==> config.mk <==
export PLATFORM = sky130hd
export DESIGN_NAME = gbn_ram
export DESIGN_NICKNAME = d
export VERILOG_FILES = /design/src/rtl/core/gbn_ram.sv
export SDC_FILE = /design/constraint.sdc
export NUM_CORES = 1
export LEC_CHECK = 0
export ABC_CLOCK_PERIOD_IN_PS = 2350
export BUFFER_PORTS_ARGS = -buffer_cell sky130_fd_sc_hd__buf_2
export CAP_MARGIN = 40
export CELL_PAD_IN_SITES_DETAIL_PLACEMENT = 1
export CELL_PAD_IN_SITES_GLOBAL_PLACEMENT = 2
export CORE_MARGIN = 2
export CORE_UTILIZATION = 45
export DETAILED_ROUTE_END_ITERATION = 16
export GPL_ROUTABILITY_DRIVEN = 0
export PLACE_DENSITY = 0.79
export SETUP_SLACK_MARGIN = 0.02
export SLEW_MARGIN = 30
export SYNTH_ARGS = -nofsm -noshare
export SYNTH_HDL_FRONTEND = slang
export SYNTH_SLANG_ARGS = --single-unit
==> constraint.sdc <==
create_clock -name clk -period 2.35 [get_ports clk]
set_input_delay 0 -clock clk [delete_from_list [all_inputs] [get_ports clk]]
set_output_delay 0 -clock clk [all_outputs]
set_load 0.02 [all_outputs]
==> src/rtl/core/gbn_ram.sv <==
// ----------------------------------------------------------------------------
// gbn_ram
// Generic simple dual-port RAM, one write port, one registered read port.
// ----------------------------------------------------------------------------
`timescale 1ns / 1ps
`default_nettype none

module gbn_ram #(
    parameter int WIDTH  = 8,
    parameter int DEPTH  = 64,
    parameter int ADDR_W = (DEPTH > 1) ? $clog2(DEPTH) : 1
) (
    input  wire logic              clk,
    input  wire logic              wr_en,
    input  wire logic [ADDR_W-1:0] wr_addr,
    input  wire logic [WIDTH-1:0]  wr_data,
    input  wire logic              rd_en,
    input  wire logic [ADDR_W-1:0] rd_addr,
    output logic      [WIDTH-1:0]  rd_data
);

    logic [WIDTH-1:0] mem [DEPTH];

    always_ff @(posedge clk)
    begin
        if (wr_en)
        begin
            mem[wr_addr] <= wr_data;
        end
        if (rd_en)
        begin
            rd_data <= mem[rd_addr];
        end
    end

endmodule

`default_nettype wire

==> metrics.md, run 1 <==
| Metric | Value |
|---|---|
| Status | completed |
| TritonCTS clock tree | done |
| Number of instances in the synthesized netlist | 940 |
| Total Routing Usage GR | 0.213 |
| Global-route wire length before repair | ~73,000 µm |
| Width of the chip | 216 µm |
| Maximum vdd ir drop | between 0.0005 and 0.0006 V |
| I/O Buffers | 30 |
| Die height | approximately 220 µm |
| Synthesized area | 20,200 µm² |
| Hold-fix buffer count after cts | 9 |
| PD cells | 819 nW/µm² |
| Number of nets with antenna violations after routing | 0 |
| Clock latency reported for the late side of the worst-skew pair | between 0.5 and 0.6 ns |
| Worst-case clock buffer depth | 3 |
| Top library cells by usage in the layout, fill and taps aside | sky130_fd_sc_hd__edfxtp_1 (520), sky130_fd_sc_hd__mux4_2 (126), sky130_fd_sc_hd__buf_4 (107), sky130_fd_sc_hd__nor2_1 (83), sky130_fd_sc_hd__clkbuf_16 (53) |
| Reg-to-reg endpoint | rd_data[4] |
| Largest net degree at the start of global routing | between 60 and 70 |
| Proportion of synthesized chip area in sequential cells | 0.771 |
| Achievable frequency | 450 MHz |
| Initial standard-cell utilization of the core | 0.457 |
| Post-DP HPWL | roughly 31,000 µm |
| DRC Markers | 0 |
| Via count of the first global-routing pass | about 11,000 |
| Clock transition at the registers of the reported paths | 0.06 ns |
| Grt total ovfl | 0 |
| Startpoint of the worst setup timing path | mem[21][4] |
| Routed via count divided by cell count | ~5.8 |
| Setup Buffers After CTS | 0 |
| Mean Syn Cell Area | 21.5 µm² |
| Detailed-route wire length per cell | 27.7 µm |
| Primary FF master, synth | sky130_fd_sc_hd__edfxtp_1 |
| Total of flip-flops plus latches after synthesis | between 500 and 600 |
| Number of library cell types mapped by synthesis | 39 |
| Row count | between 70 and 80 |
| Final period util | 0.946 |
| Number of warnings printed during yosys synthesis | 0 |
| Synthesized Nets | 963 |
| Count of cells along the worst register-to-register path | 6 |
| Max-slew violation count | 0 |
| Clock skew after layout | around 0.013 ns |
| Class of the tightest hold or removal check | input pin to register |
| Crit Path Category | register to register |
| Number of standard cells in the layout, taps in and fillers out | 1,733 |
| Unrepaired setup endpoints after global routing | false |
| Number of enable-type register cells in the synthesized netlist | 520 |
| H-tree levels | 2 |
| Worst R2R Setup Slack | roughly 0.13 ns |
| Cts bufs inserted | 51 |
| Total Die Area | roughly 47,000 µm² |
| Endpoint of the worst setup timing path | rd_data[4] |
| Data required time of the critical path | approximately 2.7 ns |
| Worst path arrival time | 2.54 ns |
| Area added between synthesis and finish | 16.8% |
| Post-CTS resize count | 0 |
| Std-Cell Core Area | 44,300 µm² |
| Cell chosen for the clock root | sky130_fd_sc_hd__clkbuf_16 |
| Reg-to-reg critical path startpoint | mem[21][4] |
| Slew at the pin closest to its max-slew limit | 0.739 ns |
| Total wire length | 48,100 µm |
| Critical path capture point type | register |
| Leakage power | 7.61 nW |
| Share of layout cells above drive strength 1 | 0.315 |
| Final hold violation count | 0 |
| Max_cap viols | 0 |
| Min-Delay Startpoint | wr_addr[0] |
| Via count | 10,000 |
| Relative slew slack | 0.507 |
| Fin crit period | about 2.2 ns |
| Maximum fanout encountered on the critical timing path | 1 |
| # diodes | 0 |
| Top Ports | 31 |
| Utilization after layout | 0.534 |
| Number of placed instances with taps included | 1,628 |
| Setup violators final | 0 |
| Fraction of synthesis flops using an asynchronous set or reset pin | 0 |
| DR iter-0 viols | 1,106 |
| Iteration count of the initial detailed-routing pass | 7 |
| Count of clock tree sinks | 520 |
| Most common library cell in the layout ignoring fill and taps | sky130_fd_sc_hd__edfxtp_1 |
| NumNets Final | 1,125 |
| Type of origin of the critical path | register |
| Number of antenna violations at the first check in global routing | 2 |
## stage by stage
stage	setup WS, ns	hold slack (ns)	total power (W)	area [µm²]	setup TNS, ns
3_3_place_gp	-0.172	0.400	0.0115	21800	-0.202
6_report	0.127	0.0696	0.0194	23600	0
4_1_cts	0.0853	0.0605	0.0195	23600	0
2_1_floorplan	0.520	0.0989	0.0111	20200	0
5_1_grt	0.0650	0.0969	0.0199	23600	0
3_5_place_dp	0.0180	0.404	0.0115	21900	0
## state kept, by name, indices dropped and copies added (netlist names)
| register | count |
|---|---|
| rd_data | 8 |
| mem | 512 |
## synthesized netlist by cell type, drive strengths merged, types with 3 or more instances
library cell / number / share of area
mux4: 126 / 0.14
o21ai: 4 / 0.00099
mux2: 13 / 0.0072
a22oi: 3 / 0.0011
nand3: 13 / 0.0032
nand2b: 7 / 0.0022
nand2: 19 / 0.0035
nor2b: 14 / 0.0043
clkbuf: 17 / 0.0032
o2bb2ai: 3 / 0.0013
edfxtp: 520 / 0.77
o221ai: 8 / 0.0035
nor2: 83 / 0.015
a21oi: 3 / 0.00074
nand3b: 3 / 0.0011
o2111ai: 3 / 0.0013
buf: 34 / 0.012
mux2i: 23 / 0.011
nor3: 7 / 0.0017
a211oi: 4 / 0.0015
o22ai: 8 / 0.0025
a221oi: 6 / 0.0026
## worst max-delay path, cell delays in order, from the launching register on
cell and delay (ns):
sky130_fd_sc_hd__edfxtp_1 0.39, sky130_fd_sc_hd__mux4_2 0.49, sky130_fd_sc_hd__mux2_2 0.28, sky130_fd_sc_hd__o221a_2 0.30, sky130_fd_sc_hd__nor3_1 0.26, sky130_fd_sc_hd__buf_4 0.16
sky130_fd_sc_hd__o32ai_1 0.08
## final cells by class
type | count | area, µm²
multi-input cells | 369 | 4320
clock buffers | 60 | 1350
clock inverters | 32 | 275
repair buffers | 160 | 1350
flip-flops and latches | 520 | 15600
fillers | 3919 | 20700
well taps | 592 | 741
## worst min-delay path by stage
stage                     slack (ns)  depth (start not counted)    endpoint
after floorplan                  0.1                          0   mem[0][0]
after global placement          0.40                          1  rd_data[1]
after detailed placement        0.40                          1  rd_data[1]
after CTS                       0.06                          3  mem[53][0]
after global routing             0.1                          3  mem[53][0]
final                           0.07                          3  mem[53][0]
## logic make-up after synthesis
group | after synthesis | share of synthesized area
DFF | 520 | 0.771
buffers and inverters | 51 | 0.0156
and+or+nand+nor | 153 | 0.0337
AOI/OAI and AO/OA | 54 | 0.0206
muxes | 162 | 0.159
## power by group
group | switching, W | total (W) | internal (W)
Sequential | 0.0000290 | 0.0103 | 0.0103
Combinational | 0.000614 | 0.00105 | 0.000434
Clock | 0.00338 | 0.00801 | 0.00464
## routing by layer
metal | track usage | part of all wire
met3 | 0.0366 | 0.063
met5 | 0 | 0.00023
met1 | 0.302 | 0.42
met4 | 0.0667 | 0.025
met2 | 0.340 | 0.49
No activity file was read; power rests on OpenSTA's default activity.
==> run 2, diff against run 1 <==
--- a/config.mk
+++ b/config.mk
@@ -5,12 +5,12 @@
 export SDC_FILE = /design/constraint.sdc
 export NUM_CORES = 1
 export LEC_CHECK = 0
-export ABC_CLOCK_PERIOD_IN_PS = 2350
+export ABC_CLOCK_PERIOD_IN_PS = 2600
 export BUFFER_PORTS_ARGS = -buffer_cell sky130_fd_sc_hd__buf_2
 export CAP_MARGIN = 40
 export CELL_PAD_IN_SITES_DETAIL_PLACEMENT = 1
 export CELL_PAD_IN_SITES_GLOBAL_PLACEMENT = 2
-export CORE_MARGIN = 2
+export CORE_MARGIN = 8
 export CORE_UTILIZATION = 45
 export DETAILED_ROUTE_END_ITERATION = 16
 export GPL_ROUTABILITY_DRIVEN = 0
==> constraint.sdc (replaced) <==
create_clock -name clk -period 2.6 [get_ports clk]
set_input_delay 0 -clock clk [delete_from_list [all_inputs] [get_ports clk]]
set_output_delay 0 -clock clk [all_outputs]
set_load 0.02 [all_outputs]
==> run 2 against run 1 <==
Effect of this change: the run now ends with hold timing left; power decreased by 13%; critical path depth decreased by 1; critical endpoint is now rd_data[0]; non-clock buffer count decreased by 24; clock skew increased by 0.010 ns; first-iteration DRC count decreased by 9.8%; largest cell class unchanged; routed wire length increased by 2.9%; clock-buffer cell count increased by 8; via count decreased by 0.28%; global-route usage decreased by 2.4 points; sequential cell count unchanged; worst setup slack improved by 0.16 ns.
==> metrics.md, run 2 (synthesis gave the netlist of run 1 again) <==
| Metric | Value |
|---|---|
| Status | finished with violations |
| Violations in the final reports | hold timing |
| Grt total ovfl | 0 (unchanged) |
| Final non-filler cell area | 23,200 µm² (-2.0%) |
| Total Routing Usage GR | 0.189 (-0.0243) |
| Count of clock tree sinks | 520 (unchanged) |
| Slew at the pin closest to its max-slew limit | 0.753 ns (+0.0133 ns) |
| Maximum vdd ir drop | 0.000457 V (-19%) |
| Largest net degree at the start of global routing | 65 (unchanged) |
| Total placed instance area | 21,700 µm² (-0.90%) |
| TritonCTS clock tree | done |
| Crit path max-delay cell type | sky130_fd_sc_hd__a221oi_1 |
| I/O Buffers | 30 (unchanged) |
| Std-Cell Core Area | 44,300 µm² (unchanged) |
| Area added between synthesis and finish | 14.5% |
| Width of the chip | 228 µm (+5.6%) |
| Min-Delay Endpoint | mem[54][6] |
| Final critical-path setup slack | 0.283 ns (+0.156 ns) |
| Clock skew after layout | 0.0232 ns (+0.0102 ns) |
| Type of origin of the critical path | register |
| DR iter-0 viols | 998 (-9.8%) |
| Row count | 77 (unchanged) |
| Worst path arrival time | 2.63 ns (+0.09 ns) |
| Cell chosen for the clock root | sky130_fd_sc_hd__clkbuf_16 |
| Register ranked first by flip-flop count | mem |
| Top Ports | 31 (unchanged) |
| Total Die Area | 52,000 µm² (+11%) |
| Via count | 10,000 (-0.28%) |
| Top metal layer carrying routed signals | met4 |
| Post-Route Setup TNS | 0 ns (unchanged) |
| Sum of routed wire segments on met1 | 20,300 µm (-0.52%) |
| Utilization after layout | 0.523 (-0.0105) |
| Via count of the first global-routing pass | 10,800 (+0.25%) |
| Final hold violation count | 3 (+3) |
| Number of placed instances with taps included | 1,611 (-1.0%) |
| Critical path capture point type | register |
| Count of cells along the worst register-to-register path | 5 (-1) |
| Most common library cell in the layout ignoring fill and taps | sky130_fd_sc_hd__edfxtp_1 |
| Final period util | 0.891 (-0.0550) |
| Number of standard cells in the layout, taps in and fillers out | 1,707 (-1.5%) |
| Setup violators final | 0 (unchanged) |
| Worst R2R Setup Slack | 0.28 ns (+0.16 ns) |
| Data required time of the critical path | 2.91 ns (+0.25 ns) |
| Number of nets with antenna violations after routing | 0 (unchanged) |
| Worst-case clock buffer depth | 3 (unchanged) |
| Number of flip-flops under the largest register name | 512 (unchanged) |
| Total wire length | 49,400 µm (+2.9%) |
| Relative slew slack | 0.498 (-0.00890) |
| Cts bufs inserted | 50 (-2.0%) |
| Achievable frequency | 432 MHz (-4.0%) |
| Post-CTS resize count | 0 (unchanged) |
| H-tree levels | 2 (unchanged) |
| Reg-to-reg critical path startpoint | mem[44][0] |
| Iteration count of the initial detailed-routing pass | 5 (-2) |
| Min-Delay Startpoint | wr_addr[2] |
| Share of layout cells above drive strength 1 | 0.297 (-0.0175) |
| Leakage power | 7.37 nW (-3.1%) |
| Routed via count divided by cell count | 5.86 (+1.2%) |
| Post-DP HPWL | 31,100 µm (+0.56%) |
| Worst Hold Margin | -0.0148 ns (-0.0845 ns) |
| Max_cap viols | 0 (unchanged) |
| Die height | 228 µm (+5.6%) |
| Reg-to-reg endpoint | rd_data[0] |
| Pre-CTS setup slack | 0.0995 ns (+0.0816 ns) |
| DRC Markers | 0 (unchanged) |
| Fin crit period | 2.32 ns (+0.0935 ns) |
| Detailed-route wire length per cell | 29.0 µm (+4.4%) |
| Total met3 wirelength after detailed routing | 3240 µm (+6.7%) |
| Clock latency reported for the late side of the worst-skew pair | 0.57 ns (-0.02 ns) |
| Cell chain of the critical path | mux4_2 -> mux2_2 -> a221oi_1 -> buf_4 -> o2bb2ai_1 |
| Met2 Routed Length | 24,400 µm (+4.3%) |
| Crit Path Category | register to register |
| Class of the tightest hold or removal check | input pin to register |
| NumNets Final | 1,100 (-2.2%) |
| Number of antenna violations at the first check in global routing | 1 (-1) |
| Max-slew violation count | 0 (unchanged) |
| Hold path depth | 3 (unchanged) |
| Maximum fanout encountered on the critical timing path | 1 (unchanged) |
| PD cells | 726 nW/µm² (-11%) |
| Top library cells by usage in the layout, fill and taps aside | sky130_fd_sc_hd__edfxtp_1 (520), sky130_fd_sc_hd__mux4_2 (126), sky130_fd_sc_hd__buf_4 (99), sky130_fd_sc_hd__nor2_1 (83), sky130_fd_sc_hd__clkbuf_16 (51) |
| Unrepaired setup endpoints after global routing | false |
| Maximum single-stage delay on the critical path | 0.60 ns (+0.11 ns) |
| Initial standard-cell utilization of the core | 0.457 (unchanged) |
| Largest registers | mem x512, rd_data x8 |
| Global-route wire length before repair | 72,700 µm (+0.15%) |
| Clock transition at the registers of the reported paths | 0.06 ns (about the same) |
==> run 2: worst max-delay path by stage <==
stage,startpoint,endpoint,cells past startpoint
6_report,mem[44][0],rd_data[0],5
5_1_grt,mem[46][0],rd_data[0],5
4_1_cts,mem[44][0],rd_data[0],5
3_5_place_dp,rd_addr[1],rd_data[0],6
3_3_place_gp,rd_addr[1],rd_data[0],6
2_1_floorplan,mem[29][4],rd_data[4],5
==> run 2: report_power, final <==
part | total, W | switching (W) | leakage, nW | internal (W)
combinational | 0.000914 | 0.000564 | 1.97 | 0.000351
clock | 0.00660 | 0.00292 | 0.711 | 0.00369
sequential | 0.00932 | 0.0000247 | 4.69 | 0.00930
total | 0.0168 | 0.00351 | 7.37 | 0.0133
==> run 2: layer usage <==
| layer | global-route usage | vias up |
|---|---|---|
| li1 | - | 4204 |
| met4 | 0.0624 | 0 |
| met2 | 0.312 | 359 |
| met5 | 0 | - |
| met1 | 0.248 | 5357 |
| met3 | 0.0396 | 81 |
==> run 2: area by class of cell <==
type / count / area, µm²
antenna: 1 / 2.50
tap: 592 / 741
multi-input combinational: 369 / 4320
clock buffer: 68 / 1340
timing repair buffer: 136 / 1050
sequential: 520 / 15600
fill: 3934 / 21100
clock inverter: 21 / 118
==> run 2: worst max-delay path, delay by kind of cell (launching register included) <==
kind	cells	cell delay, ns
muxes	2	0.79
AOI/OAI and AO/OA	2	0.66
DFF	1	0.38
buffers and inverters	1	0.23
==> run 2: timing repair <==
item	CTS	global route
hold endpoints to repair	62	0
setup buffers	0	0
hold buffers	5	0
==> run 2: metrics by stage <==
step | power [W] | hold slack, ns
3_5_place_dp | 0.0104 | 0.403
2_1_floorplan | 0.0100 | 0.0989
6_report | 0.0168 | -0.0148
3_3_place_gp | 0.0104 | 0.397
5_1_grt | 0.0173 | 0.00456
4_1_cts | 0.0170 | 0.00265
